**src/hw/rtl/ttfb_pkg.sv**
```systemverilog
// Shared types, constants and lookup functions for the tunnel texture feedback blend block.
`timescale 1ns / 1ps

package ttfb_pkg;

    localparam int INDEX_W = 14;
    localparam int BYTE_W  = 8;

    // Brightness floor subtracted from the halved plasma sum.
    localparam logic [6:0] TEXEL_FLOOR = 7'd64;
    // Saturated color.
    localparam logic [7:0] COLOR_MAX   = 8'd255;
    // Quarter period of the 256-step wave.
    localparam logic [6:0] QUARTER     = 7'd64;

    typedef struct packed {
        logic [INDEX_W-1:0] pixel_index;
        logic [BYTE_W-1:0]  map_u;
        logic [BYTE_W-1:0]  map_v;
        logic               frame_last;
    } t_in_item;

    typedef struct packed {
        logic [INDEX_W-1:0] out_index;
        logic [BYTE_W-1:0]  out_color;
    } t_out_item;

    // Item entering the plasma pipe (coordinates already scrolled).
    typedef struct packed {
        logic               valid;
        logic               in_range;
        logic [INDEX_W-1:0] idx;
        logic [BYTE_W-1:0]  u;
        logic [BYTE_W-1:0]  v;
        logic [BYTE_W-1:0]  mv;
    } t_texel_req;

    // Item leaving the plasma pipe toward the frame store.
    typedef struct packed {
        logic               valid;
        logic               in_range;
        logic [INDEX_W-1:0] idx;
        logic [BYTE_W-1:0]  color;
    } t_blend_req;

    // Store status back to the top level.
    typedef struct packed {
        logic adv;       // whole pipe moves this cycle
        logic clearing;  // post-reset sweep in progress
    } t_store_stat;

    // 127*|sin| over a quarter wave, 65 points.
    localparam logic [6:0] QUARTER_WAVE [65] = '{
          7'd0,   7'd3,   7'd6,   7'd9,  7'd12,  7'd16,  7'd19,  7'd22,  7'd25,  7'd28,
         7'd31,  7'd34,  7'd37,  7'd40,  7'd43,  7'd46,  7'd49,  7'd51,  7'd54,  7'd57,
         7'd60,  7'd63,  7'd65,  7'd68,  7'd71,  7'd73,  7'd76,  7'd78,  7'd81,  7'd83,
         7'd85,  7'd88,  7'd90,  7'd92,  7'd94,  7'd96,  7'd98, 7'd100, 7'd102, 7'd104,
        7'd106, 7'd107, 7'd109, 7'd111, 7'd112, 7'd113, 7'd115, 7'd116, 7'd117, 7'd118,
        7'd120, 7'd121, 7'd122, 7'd122, 7'd123, 7'd124, 7'd125, 7'd125, 7'd126, 7'd126,
        7'd126, 7'd127, 7'd127, 7'd127, 7'd127
    };

    localparam logic [7:0] FADE_LUT [256] = '{
          8'd0,   8'd0,   8'd0,   8'd1,   8'd2,   8'd3,   8'd4,   8'd5,
          8'd6,   8'd7,   8'd8,   8'd9,  8'd10,  8'd11,  8'd12,  8'd12,
         8'd13,  8'd14,  8'd15,  8'd16,  8'd17,  8'd18,  8'd18,  8'd19,
         8'd20,  8'd21,  8'd22,  8'd23,  8'd23,  8'd24,  8'd25,  8'd26,
         8'd27,  8'd27,  8'd28,  8'd29,  8'd30,  8'd31,  8'd32,  8'd33,
         8'd33,  8'd34,  8'd35,  8'd36,  8'd37,  8'd38,  8'd38,  8'd39,
         8'd40,  8'd41,  8'd42,  8'd43,  8'd43,  8'd44,  8'd45,  8'd46,
         8'd47,  8'd48,  8'd48,  8'd49,  8'd50,  8'd51,  8'd52,  8'd52,
         8'd53,  8'd54,  8'd55,  8'd56,  8'd57,  8'd57,  8'd58,  8'd59,
         8'd60,  8'd61,  8'd62,  8'd62,  8'd63,  8'd64,  8'd65,  8'd66,
         8'd67,  8'd68,  8'd68,  8'd69,  8'd70,  8'd71,  8'd72,  8'd73,
         8'd73,  8'd74,  8'd75,  8'd76,  8'd77,  8'd78,  8'd78,  8'd79,
         8'd80,  8'd81,  8'd82,  8'd83,  8'd83,  8'd84,  8'd85,  8'd86,
         8'd87,  8'd88,  8'd88,  8'd89,  8'd90,  8'd91,  8'd92,  8'd93,
         8'd93,  8'd94,  8'd95,  8'd96,  8'd97,  8'd97,  8'd98,  8'd99,
        8'd100, 8'd101, 8'd102, 8'd102, 8'd103, 8'd104, 8'd105, 8'd106,
        8'd107, 8'd107, 8'd108, 8'd109, 8'd110, 8'd111, 8'd112, 8'd112,
        8'd113, 8'd114, 8'd115, 8'd116, 8'd117, 8'd117, 8'd118, 8'd119,
        8'd120, 8'd121, 8'd122, 8'd122, 8'd123, 8'd124, 8'd125, 8'd126,
        8'd127, 8'd127, 8'd128, 8'd129, 8'd130, 8'd131, 8'd132, 8'd133,
        8'd133, 8'd134, 8'd135, 8'd136, 8'd137, 8'd138, 8'd138, 8'd139,
        8'd140, 8'd141, 8'd142, 8'd143, 8'd143, 8'd144, 8'd145, 8'd146,
        8'd147, 8'd148, 8'd148, 8'd149, 8'd150, 8'd151, 8'd152, 8'd153,
        8'd153, 8'd154, 8'd155, 8'd156, 8'd157, 8'd158, 8'd158, 8'd159,
        8'd160, 8'd161, 8'd162, 8'd163, 8'd163, 8'd164, 8'd165, 8'd166,
        8'd167, 8'd168, 8'd168, 8'd169, 8'd170, 8'd171, 8'd172, 8'd173,
        8'd173, 8'd174, 8'd175, 8'd176, 8'd177, 8'd178, 8'd178, 8'd179,
        8'd180, 8'd181, 8'd182, 8'd183, 8'd183, 8'd184, 8'd185, 8'd186,
        8'd187, 8'd188, 8'd188, 8'd189, 8'd190, 8'd191, 8'd192, 8'd192,
        8'd193, 8'd194, 8'd195, 8'd196, 8'd197, 8'd197, 8'd198, 8'd199,
        8'd200, 8'd201, 8'd202, 8'd202, 8'd203, 8'd204, 8'd205, 8'd206,
        8'd207, 8'd207, 8'd208, 8'd209, 8'd210, 8'd211, 8'd212, 8'd212
    };

    function automatic logic [7:0] abs_sin(input logic [7:0] i);
        logic [6:0] m;
        logic [6:0] k;
        m = i[6:0];
        k = (m <= QUARTER) ? m : 7'(8'd128 - {1'b0, m});
        return {1'b0, QUARTER_WAVE[k]};
    endfunction

    function automatic logic [7:0] abs_cos(input logic [7:0] i);
        logic [6:0] m;
        logic [6:0] k;
        m = i[6:0];
        k = (m <= QUARTER) ? (QUARTER - m) : (m - QUARTER);
        return {1'b0, QUARTER_WAVE[k]};
    endfunction

endpackage

```
**src/hw/rtl/ttfb_texel.sv**
```systemverilog
// Four-stage plasma texel pipe: scrolled (v,u) in, brightened color out.
`timescale 1ns / 1ps

module ttfb_texel
    import ttfb_pkg::*;
(
    input  logic       i_clk,
    input  logic       i_rst_n,
    input  logic       i_adv,
    input  t_texel_req i_req,
    output t_blend_req o_req
);

    typedef struct packed {
        logic               valid;
        logic               in_range;
        logic [INDEX_W-1:0] idx;
        logic [7:0]         mv;
        logic [7:0]         v;
        logic [7:0]         rx;
        logic [7:0]         b;
    } t_s2;

    typedef struct packed {
        logic               valid;
        logic               in_range;
        logic [INDEX_W-1:0] idx;
        logic [7:0]         mv;
        logic [7:0]         rx;
        logic [7:0]         a;
        logic [7:0]         b;
    } t_s3;

    typedef struct packed {
        logic               valid;
        logic               in_range;
        logic [INDEX_W-1:0] idx;
        logic [7:0]         mv;
        logic [7:0]         a;
        logic [7:0]         b;
    } t_s4;

    t_texel_req r_s1;
    t_s2        r_s2, n_s2;
    t_s3        r_s3, n_s3;
    t_s4        r_s4;
    t_s4        n_s4;

    logic [15:0] w_t;
    logic [15:0] w_d;
    logic [7:0]  w_a2;
    logic [6:0]  w_half;
    logic [7:0]  w_tex;

    // stage 1: drift bytes from 5*t, first xor chain
    always_comb begin
        w_t           = {r_s1.v, r_s1.u};
        w_d           = w_t + {w_t[13:0], 2'b00};
        n_s2.valid    = r_s1.valid;
        n_s2.in_range = r_s1.in_range;
        n_s2.idx      = r_s1.idx;
        n_s2.mv       = r_s1.mv;
        n_s2.v        = r_s1.v;
        n_s2.rx       = w_d[7:0];
        n_s2.b        = (r_s1.u + abs_sin(r_s1.u)) ^ r_s1.v ^ w_d[15:8];
    end

    // stage 2: first cosine, add depth
    always_comb begin
        n_s3.valid    = r_s2.valid;
        n_s3.in_range = r_s2.in_range;
        n_s3.idx      = r_s2.idx;
        n_s3.mv       = r_s2.mv;
        n_s3.rx       = r_s2.rx;
        n_s3.a        = abs_cos(r_s2.b);
        n_s3.b        = r_s2.b + r_s2.v;
    end

    // stage 3: second cosine, xor low drift
    always_comb begin
        n_s4.valid    = r_s3.valid;
        n_s4.in_range = r_s3.in_range;
        n_s4.idx      = r_s3.idx;
        n_s4.mv       = r_s3.mv;
        n_s4.a        = r_s3.a;
        n_s4.b        = (r_s3.b + abs_cos(r_s3.b)) ^ r_s3.rx;
    end

    // stage 4: final sine, halve, floor, brighten by depth
    always_comb begin
        w_a2           = r_s4.a + abs_sin(r_s4.b);
        w_half         = w_a2[7:1];
        w_tex          = (w_half < TEXEL_FLOOR) ? 8'd0 : {1'b0, w_half - TEXEL_FLOOR};
        o_req.valid    = r_s4.valid;
        o_req.in_range = r_s4.in_range;
        o_req.idx      = r_s4.idx;
        o_req.color    = w_tex + r_s4.mv;
    end

    always_ff @(posedge i_clk) begin
        if (!i_rst_n) begin
            r_s1 <= '0;
            r_s2 <= '0;
            r_s3 <= '0;
            r_s4 <= '0;
        end else if (i_adv) begin
            r_s1 <= i_req;
            r_s2 <= n_s2;
            r_s3 <= n_s3;
            r_s4 <= n_s4;
        end
    end

endmodule

```
**config.mk**
```make
export PLATFORM = sky130hd
export DESIGN_NAME = ttfb_texel
export DESIGN_NICKNAME = d
export VERILOG_FILES = /design/src/hw/rtl/ttfb_pkg.sv /design/src/hw/rtl/ttfb_texel.sv
export SDC_FILE = /design/constraint.sdc
export NUM_CORES = 1
export LEC_CHECK = 0
export BUFFER_PORTS_ARGS = -buffer_cell sky130_fd_sc_hd__buf_2
export CORE_MARGIN = 1.5
export CORE_UTILIZATION = 62
export DETAILED_ROUTE_END_ITERATION = 8
export GPL_TIMING_DRIVEN = 1
export PLACE_DENSITY = 0.81
export SETUP_SLACK_MARGIN = 0.05
export SYNTH_ARGS = -nofsm -noshare
export SYNTH_HDL_FRONTEND = slang
export SYNTH_SLANG_ARGS = --single-unit
```
**constraint.sdc**
```tcl
create_clock -name i_clk -period 9.85 [get_ports i_clk]
set_clock_uncertainty 0.2 [all_clocks]
set_input_delay 1.97 -clock i_clk [delete_from_list [all_inputs] [get_ports i_clk]]
set_output_delay 1.97 -clock i_clk [all_outputs]
set_load 0.01 [all_outputs]
```
==> results by group, run 1 <==
Layout
  – Layout area overhead: 7.715%
  – Commonest non-fill, non-tap cell in the layout: dfxtp_1
  – Most frequent cells in the layout: dfxtp_1, nor2b_1, mux2i_1, a21oi_1, o21ai_0
  – Fillers: 1381
  – Fraction of layout cells with a size suffix above 1: 10.32%
  – N_diodes: 0
  – Non-Filler Instances: between 1500 and 2000
  – Fin nets: about 1400

Yosys
  – Mean Syn Cell Area: roughly 9 um^2
  – Number of synthesized flops with an enable pin: 0
  – Top_reg_cell synth: dfxtp_1
  – Yosys reg bits: roughly 170
  – Synth unique cells: 77
  – Mapped Area: between 0.01 and 0.015 mm^2
  – Syn nets: between 1000 and 1500
  – Post-synthesis sequential area ratio: 30.09%
  – Async SR Flop Fraction: 0%
  – Cells after Synth: between 1000 and 1500
  – Synth Warn #: 0

Outcome
  – Run status: finished, final reports clean

Worst setup path
  – Critical-path top delay cell: mux2_2
  – Max incr delay on CP: 450 ps
  – Critical path data arrival time: roughly 7000 ps
  – Worst Path Max Fanout: 12
  – Crit path kind: reg2out
  – CP Launch Type: register
  – Crit path capture type: output port
  – WP data required: roughly 7700 ps

Pwr
  – Net Sw Frac: 40.42%
  – Pwr Density: 223.5 mW/mm^2
  – Part of the power in registers: between 20 and 30%
  – Leakage: ~0.0051 uW
  – NetSw: roughly 1100 uW
  – VDD IR max: 153.5 uV
  – Combinational Power Share: a little under half
  – Pint: 1594 uW
  – Clk pwr share: between 20% and 30%

Timing
  – Fmax: roughly 110 MHz
  – Final hold violations: 0
  – RSZ-0062 raised after global routing: no
  – Max transition margin: between 10% and 20%
  – Endpoints failing setup: 0
  – Final min period: ~9200 ps
  – Pins Over Slew Limit: 0
  – Final period utilization: 92.96%
  – Setup TNS Final: 0 ps
  – Worst Tran Pin Value: 1233 ps
  – Final worst slack: 693.6 ps

Drt
  – Routed length per instance: around 15 um
  – Drt first pass iters: 5
  – Iteration-0 DRC Markers: 564
  – Vias post-DR: around 9100
  – DRT Wirelength: approximately 23000 um
  – Via/cell ratio: ~6.0
  – Antenna Nets Post-Route: 0
  – Drc violations: 0

CTS
  – Root buf cell: clkbuf_16
  – CTS tree: built
  – # resized after CTS: 0
  – Hold Buf Count CTS: 0
  – Clock-pin slew on the worst setup and hold paths: 60 ps
  – Post-CTS Setup Bufs: 0
  – Htree depth: 4
  – CTS max path bufs: 2
  – Number of CTS-inserted buffers: 17
  – Clock Sink Count: approximately 170
  – Worst skew pair latency: around 430 ps

Placed design
  – DP Cell Count: about 1500
  – Pre-CTS WS: ~1200 ps
  – IO Port Bufs: between 60 and 70
  – Post-DP HPWL: about 16000 um
  – Routability cong.: between 0.8 and 0.9

Die
  – Core area: ~0.017 mm^2
  – Row Count: 48
  – Chip Height: 136.9 um
  – Starting density of the core: between 60% and 70%
  – Die Wd: approximately 140 um
  – DIE AREA: between 0.015 and 0.02 mm^2
  – # IOs: 67

Global routing
  – First-pass GRT wire length: 37940 um
  – Largest net degree at the start of global routing: between 100 and 150
  – Vias in the first global route: between 8000 and 9000
  – Initial antenna violation count: 0
  – GRT Resource Usage Total: between 20 and 25%
  – Global route overflow: 0

Hold path
  – Hold Path Class: reg2reg

Job
  – Number of max-cap violations: 0
-- state kept, by name, summed over array words and instances (netlist names) --
register and count:
o_req 16, n_s2 31, n_s4 31, r_s1 8, r_s3 14, r_s4 22, n_s3 31, r_s2 14
-- per-stage QoR --
| step | cell area [um^2] | utilization, % | power (uW) | hold slack (ps) |
|---|---|---|---|---|
| 2_1_floorplan | 11110 | - | 1781 | 253.7 |
| 3_3_place_gp | 11390 | 65.39 | 1990 | 265.9 |
| 3_5_place_dp | 11390 | 65.39 | 2016 | 270.8 |
| 4_1_cts | 11970 | 68.71 | 2668 | 283.9 |
| 5_1_grt | 11970 | 68.71 | 2845 | 308.7 |
| 6_report | 11970 | 68.71 | 2675 | 286.7 |
-- logic make-up after synthesis --
logic type | count (synthesis) | synth area share, %
flops | 167 | 30.09
mux | 157 | 14.46
fa+ha+maj | 71 | 8.402
buf+inv | 127 | 4.933
compound gates | 311 | 18.88
xor+xnor | 69 | 5.440
simple gates | 363 | 17.79
-- cells in the mapped netlist, types with 15 or more instances --
library cell  number  share of area [%]
buf_4             17                1.1
ha_1              65                7.3
xor2_1            16                1.3
o21ai_0           70                3.2
nor3_1            26                1.2
nor2b_1          155                8.7
inv_1             34                1.1
nand3_1           21               0.95
clkbuf_1          65                2.2
a21o_1            15                1.0
xnor2_1           53                4.2
nand2_1           66                2.2
dfxtp_1          167                 30
o211ai_1          21                1.4
a21oi_1           77                3.5
mux2i_1          150                 14
nor2_1            44                1.5
-- power by group through the flow --
stage / clock network (uW) / logic (uW) / registers (uW)
after detailed placement: 0 / 1200 / 812
final: 646 / 1230 / 799
after floorplan: 0 / 1010 / 772
after CTS: 656 / 1210 / 797
after global placement: 0 / 1180 / 809
after global routing: 684 / 1350 / 807
-- worst paths after layout --
| path | slack [ps] | cells past startpoint | from | to |
|---|---|---|---|---|
| max | 690 | 28 | r_s4[0]$_SDFFE_PN0P_ | o_req[6] |
| max reg2reg | 4210 | 21 | r_s1[16]$_SDFFE_PN0P_ | r_s2[6]$_SDFFE_PN0P_ |
| min reg2reg | 290 | 1 | n_s3[19]$_SDFFE_PN0P_ | n_s3[19]$_SDFFE_PN0P_ |
| min | 290 | 1 | n_s3[19]$_SDFFE_PN0P_ | n_s3[19]$_SDFFE_PN0P_ |
-- critical path, delay by kind of cell (launching register included) --
kind	cells	cell delay [ps]
AO/OA/AOI/OAI	14	2820
XOR/XNOR	1	130
adder cells (fa/ha/maj)	5	1520
multiplexers	1	450
AND/OR/NAND/NOR	4	750
flip-flops	1	440
buffers and inverters	3	440
-- area by class of cell --
class / instances / area (um^2) / share of cell area (%)
clock buffers: 18 / 439.2 / 3.670
clock inverters: 13 / 138.9 / 1.161
multi-input cells: 971 / 7218 / 60.32
well taps: 225 / 281.5 / 2.353
inverters: 35 / 133.9 / 1.119
repair buffers: 75 / 411.6 / 3.440
flip-flops and latches: 167 / 3343 / 27.94
-- per-layer routing --
layer | vias to the layer above | track usage [%] | share of wire [%]
met1 | 4248 | 32.31 | 46
met4 | 0 | 7.368 | 1.3
li1 | 4547 | - | -
met3 | 27 | 5.370 | 5.4
met5 | - | 0 | 0
met2 | 247 | 40.84 | 47
No activity file was read; power rests on OpenSTA's default activity.
==> run 2, diff against run 1 <==
--- a/config.mk
+++ b/config.mk
@@ -10,7 +10,7 @@
 export CORE_UTILIZATION = 62
 export DETAILED_ROUTE_END_ITERATION = 8
 export GPL_TIMING_DRIVEN = 1
-export PLACE_DENSITY = 0.81
+export PLACE_DENSITY = 0.93
 export SETUP_SLACK_MARGIN = 0.05
 export SYNTH_ARGS = -nofsm -noshare
 export SYNTH_HDL_FRONTEND = slang
==> run 2 against run 1 <==
Net effect:
- critical path depth is 1 higher
- highest routed layer unchanged
- clock power is 11% higher
- critical endpoint is now o_req[7]
- global-route usage is 6.0 points higher
- final cell count is 0.13% lower
- non-clock buffer count is 3 lower
- power is 4.2% higher
- first-iteration DRC count is 89% higher
- die area stayed put
- flip-flop and latch count stayed put
- largest cell class unchanged
- setup slack worse by 260 ps
- sequential power is 0.5% higher
==> results by group, run 2 (same netlist as run 1, synthesis figures left out) <==
Worst setup path
  – Worst Path Max Fanout: 12 (unchanged)
  – Crit-path most repeated cell: a21oi_1
  – Critical path buffer and inverter count: 3 (unchanged)
  – Crit path capture type: output port
  – Reg2Reg Depth: 21 (unchanged)
  – CP Launch Type: register
  – Max incr delay on CP: 460 ps (about the same)
  – Critical-path top delay cell: mux2_2
  – Reg2reg setup slack: 4050 ps (-160 ps)
  – Crit path kind: reg2out
  – Critical path data arrival time: 7250 ps (+260 ps)
  – Cell family with the largest share of critical-path delay: compound AO/OA/AOI/OAI gates
  – WP data required: 7680 ps (about the same)
  – Critical Path Stages: 29 (+3.6%)

Outcome
  – Run status: finished, final reports clean

Placed design
  – Dpl cell area: 0.01137 mm^2 (-0.20%)
  – Post-DP HPWL: 16730 um (+5.0%)
  – Routability cong.: 0.9045 (+2.4%)
  – Pre-CTS WS: 1186 ps (-39.16 ps)
  – IO Port Bufs: 65 (unchanged)

Drt
  – Via/cell ratio: 6.491 (+7.6%)
  – Antenna Nets Post-Route: 0 (unchanged)
  – Routed length per instance: 18.67 um (+21%)
  – Iteration-0 DRC Markers: 1067 (+89%)
  – Drt first pass iters: 7 (+2)
  – Vias post-DR: 9749 (+7.5%)
  – Drc violations: 0 (unchanged)
  – DRT Wirelength: 28040 um (+21%)

CTS
  – Post-CTS Setup Bufs: 0 (unchanged)
  – Clock Sink Count: 167 (unchanged)
  – Number of CTS-inserted buffers: 17 (unchanged)
  – Root buf cell: clkbuf_16
  – Worst skew pair latency: 450 ps (+20 ps)
  – CTS max path bufs: 2 (unchanged)
  – Clock-pin slew on the worst setup and hold paths: 70 ps (about the same)
  – CTS tree: built
  – Htree depth: 4 (unchanged)

Timing
  – Worst Tran Pin Value: 1273 ps (+40.09 ps)
  – Final min period: 9416 ps (+259.5 ps)
  – RSZ-0062 raised after global routing: no
  – Max transition margin: 14.53% (-2.7 points)
  – Final period utilization: 95.59% (+2.6 points)
  – Final worst slack: 434.1 ps (-259.5 ps)
  – Fmax: 106.2 MHz (-2.8%)
  – Final hold violations: 0 (unchanged)
  – Endpoints failing setup: 0 (unchanged)
  – Setup TNS Final: 0 ps (unchanged)
  – Pins Over Slew Limit: 0 (unchanged)

Global routing
  – Global route overflow: 0 (unchanged)
  – First-pass GRT wire length: 46090 um (+21%)
  – Initial antenna violation count: 0 (unchanged)
  – Largest net degree at the start of global routing: 120 (+17%)
  – GRT Resource Usage Total: 30.69% (+6.0 points)
  – Vias in the first global route: 9416 (+15%)

Die
  – DIE AREA: 0.01873 mm^2 (unchanged)
  – # IOs: 67 (unchanged)
  – Die Wd: 136.9 um (unchanged)
  – Chip Height: 136.9 um (unchanged)
  – Starting density of the core: 63.79% (unchanged)
  – Row Count: 48 (unchanged)
  – Core area: 0.01742 mm^2 (unchanged)

Pwr
  – VDD IR max: 193.8 uV (+26%)
  – Pwr Density: 232.4 mW/mm^2 (+4.0%)
  – Leakage: 0.005153 uW (about the same)

Layout
  – Fraction of layout cells with a size suffix above 1: 10.18% (-0.14 points)
  – Commonest non-fill, non-tap cell in the layout: dfxtp_1
  – Most frequent cells in the layout: dfxtp_1, nor2b_1, mux2i_1, a21oi_1, o21ai_0
  – Layout area overhead: 7.974%
  – Design area: 0.01200 mm^2 (+0.24%)
  – N_diodes: 0 (unchanged)
  – Fin nets: 1378 (-0.22%)
  – Fillers: 1170 (-15%)

Hold path
  – Hold Path Class: reg2reg
  – Hold path cells: 1 (unchanged)

Job
  – Number of max-cap violations: 0 (unchanged)
==> run 2: final cells by class <==
type / instances / area, um^2 / area share, %
clock buffer: 19 / 442.9 / 3.692
clock inverter: 13 / 183.9 / 1.533
inverter: 35 / 133.9 / 1.116
multi-input combinational: 971 / 7221 / 60.20
sequential: 167 / 3343 / 27.87
tap: 225 / 281.5 / 2.347
timing repair buffer: 72 / 389.1 / 3.244
==> run 2: final timing paths <==
| path | startpoint | to |
|---|---|---|
| setup / recovery | r_s4[0]$_SDFFE_PN0P_ | o_req[7] |
| hold reg to reg | n_s3[19]$_SDFFE_PN0P_ | n_s3[19]$_SDFFE_PN0P_ |
| hold / removal | n_s3[19]$_SDFFE_PN0P_ | n_s3[19]$_SDFFE_PN0P_ |
| setup reg to reg | r_s1[16]$_SDFFE_PN0P_ | r_s2[6]$_SDFFE_PN0P_ |
==> run 2: repair_timing <==
| item | in CTS | in global routing |
|---|---|---|
| gates resized for setup | 0 | 1 |
| hold buffers | 0 | 0 |
| setup endpoints to repair | 0 | 1 |
==> run 2: through the flow <==
step / std cells / hold WS (ps) / utilization [%] / total power (uW)
2_1_floorplan: 1265 / 253.7 / - / 1781
3_3_place_gp: 1470 / 265.7 / 65.26 / 1971
3_5_place_dp: 1470 / 299.1 / 65.26 / 2011
4_1_cts: 1502 / 290.2 / 68.86 / 2751
5_1_grt: 1502 / 338.3 / 68.87 / 2951
6_report: 1502 / 292.6 / 68.87 / 2788
==> run 2: power by group <==
| part | internal, uW | leakage (uW) | switching (uW) |
|---|---|---|---|
| Sequential | 725 | 0.00136 | 77.7 |
| Combinational | 503 | 0.00348 | 765 |
| Clock | 414 | 0.000305 | 302 |
==> run 2: routing by layer <==
metal	vias to the layer above	track usage [%]	wire length (um)	share of wire [%]
li1	4527	-	-	-
met1	4594	36.85	11200	40
met2	525	53.41	13920	50
met3	103	5.852	2047	7.3
met4	0	13.16	867	3.1
met5	-	0	0	0
==> run 3, diff against run 2 <==
--- a/config.mk
+++ b/config.mk
@@ -6,6 +6,7 @@
 export NUM_CORES = 1
 export LEC_CHECK = 0
 export BUFFER_PORTS_ARGS = -buffer_cell sky130_fd_sc_hd__buf_2
+export CORE_ASPECT_RATIO = 0.75
 export CORE_MARGIN = 1.5
 export CORE_UTILIZATION = 62
 export DETAILED_ROUTE_END_ITERATION = 8
==> run 3 against run 2 <==
Net effect:
- final cell count rose by 1.2%
- clock-buffer cell count shrank 1
- sequential power barely moved
- design area increased by 0.26%
- utilization down 0.56 points
- sequential share of layout area shrank 0.062 points
- global-route usage shrank 0.31 points
- critical path depth stayed put
- setup slack improved by 110 ps
- maximum frequency grew 1.2%
- register-to-register slack lost 160 ps
- largest power group unchanged
==> results by group, run 3 (same netlist as run 1, synthesis figures left out) <==
Layout
  – Commonest non-fill, non-tap cell in the layout: dfxtp_1
  – Fin nets: 1378 (unchanged)
  – Most frequent cells in the layout: dfxtp_1, nor2b_1, mux2i_1, a21oi_1, o21ai_0
  – Fraction of layout cells with a size suffix above 1: 10.49% (+0.31 points)
  – Fillers: 1192 (+1.9%)
  – Layout area overhead: 8.255%

CTS
  – Worst skew pair latency: 440 ps (about the same)
  – Htree depth: 4 (unchanged)
  – Post-CTS Setup Bufs: 0 (unchanged)
  – Hold Buf Count CTS: 0 (unchanged)
  – Number of CTS-inserted buffers: 17 (unchanged)
  – Clock Sink Count: 167 (unchanged)
  – CTS max path bufs: 2 (unchanged)
  – CTS tree: built
  – Clock-pin slew on the worst setup and hold paths: 60 ps (about the same)
  – Root buf cell: clkbuf_16

Drt
  – Iteration-0 DRC Markers: 982 (-8.0%)
  – Via/cell ratio: 6.345 (-2.2%)
  – Vias post-DR: 9644 (-1.1%)
  – Drc violations: 0 (unchanged)
  – Routed length per instance: 18.46 um (-1.1%)
  – DRT Wirelength: 28060 um (about the same)
  – Drt first pass iters: 7 (unchanged)
  – Antenna Nets Post-Route: 0 (unchanged)

Global routing
  – Vias in the first global route: 9320 (-1.0%)
  – Initial antenna violation count: 1 (+1)
  – GRT Resource Usage Total: 30.38% (-0.31 points)
  – Largest net degree at the start of global routing: 133 (+11%)
  – Global route overflow: 0 (unchanged)
  – First-pass GRT wire length: 46330 um (+0.51%)

Worst setup path
  – Crit path capture type: output port
  – Max incr delay on CP: 480 ps (+20 ps)
  – Reg2Reg Depth: 21 (unchanged)
  – Reg-to-reg startpoint: r_s1[16]$_SDFFE_PN0P_
  – WP data required: 7680 ps (about the same)
  – CP Launch Type: register
  – Worst Path Max Fanout: 12 (unchanged)
  – Crit path kind: reg2out
  – Critical-path top delay cell: or4bb_1
  – Critical path data arrival time: 7140 ps (-110 ps)
  – Reg2reg setup slack: 3890 ps (-160 ps)
  – Reg-to-Reg End: r_s2[6]$_SDFFE_PN0P_
  – Crit-path most repeated cell: ha_1

Timing
  – Final min period: 9308 ps (-108.4 ps)
  – RSZ-0062 raised after global routing: no
  – Final period utilization: 94.49% (-1.1 points)
  – Final hold violations: 0 (unchanged)
  – Pins Over Slew Limit: 0 (unchanged)
  – Setup TNS Final: 0 ps (unchanged)
  – Final worst slack: 542.5 ps (+108.4 ps)
  – Worst Tran Pin Value: 1272 ps (-0.7669 ps)
  – Fmax: 107.4 MHz (+1.2%)
  – Max transition margin: 14.58% (+0.051 points)
  – Endpoints failing setup: 0 (unchanged)

Die
  – Chip Height: 118.9 um (-13%)
  – # IOs: 67 (unchanged)
  – Die Wd: 157.6 um (+15%)
  – Core area: 0.01760 mm^2 (+1.1%)
  – DIE AREA: 0.01874 mm^2 (about the same)
  – Starting density of the core: 63.11% (-0.68 points)
  – Row Count: 42 (-13%)

Pwr
  – Pwr Density: 232.2 mW/mm^2 (about the same)
  – Leakage: 0.005159 uW (+0.11%)
  – VDD IR max: 173.5 uV (-10%)
  – Total power: 2792 uW (+0.17%)

Job
  – Number of max-cap violations: 0 (unchanged)

Outcome
  – Run status: finished, final reports clean

Hold path
  – Worst Min Path Start: n_s3[19]$_SDFFE_PN0P_
  – WHS Endpoint: n_s3[19]$_SDFFE_PN0P_
  – Hold path cells: 1 (unchanged)
  – Hold Path Class: reg2reg

Placed design
  – IO Port Bufs: 65 (unchanged)
  – Routability cong.: 0.9455 (+4.5%)
  – Post-DP HPWL: 17940 um (+7.3%)
  – Pre-CTS WS: 818.8 ps (-367.0 ps)
run 3: per-layer routing:
metal  track usage (%)  wire length, um  up-vias
li1                  -                -     4537
met5                 0                0        -
met2             50.14            13290      492
met1             39.33            11860     4522
met4             10.91              761        0
met3             6.041             2142       93
run 3: worst max-delay path by stage:
stage	startpoint	end	slack, ps	cells past startpoint
2_1_floorplan	r_s4[0]$_SDFFE_PN0P_	o_req[6]	2020	28
3_3_place_gp	r_s4[0]$_SDFFE_PN0P_	o_req[7]	1080	29
3_5_place_dp	r_s4[0]$_SDFFE_PN0P_	o_req[7]	820	29
4_1_cts	r_s4[0]$_SDFFE_PN0P_	o_req[7]	160	29
5_1_grt	r_s4[0]$_SDFFE_PN0P_	o_req[7]	110	29
6_report	r_s4[0]$_SDFFE_PN0P_	o_req[7]	540	29
run 3: what timing repair did:
action,in CTS,in global routing
endpoints found under the setup margin,0,2
gates resized for setup,0,6
hold endpoints to repair,0,0
run 3: power by group:
group          internal [uW]  switching [uW]  total, uW
combinational            508             790       1300
sequential               726            76.2        802
clock                    387             305        692
run 3: area by class of cell:
cell class              count  area [um^2]  share of cell area [%]
clock buffers              18        429.2                   3.568
well taps                 242        302.8                   2.518
clock inverters            14        181.4                   1.509
inverters                  35        133.9                   1.113
multi-input cells         971         7243                   60.23
flip-flops and latches    167         3344                   27.81
repair buffers             72        389.1                   3.236
diodes                      1        2.502                 0.02081
run 3: critical path: cells and delay by family, from the launching register on:
family | cells | cell delay, ps
mux | 1 | 290
flops | 1 | 400
simple gates | 5 | 1280
buf+inv | 3 | 370
compound gates | 15 | 3060
fa+ha+maj | 4 | 1140
xor+xnor | 1 | 160
run 3: metrics by stage:
step / std cells / utilization (%) / hold slack [ps] / cell area (um^2)
detailed placement: 1487 / 64.68 / 282.0 / 11390
CTS: 1519 / 68.15 / 298.2 / 12000
global route: 1519 / 68.30 / 317.8 / 12020
finish: 1520 / 68.32 / 294.7 / 12030
global placement: 1487 / 64.68 / 265.1 / 11390
floorplan: 1265 / - / 253.7 / 11110
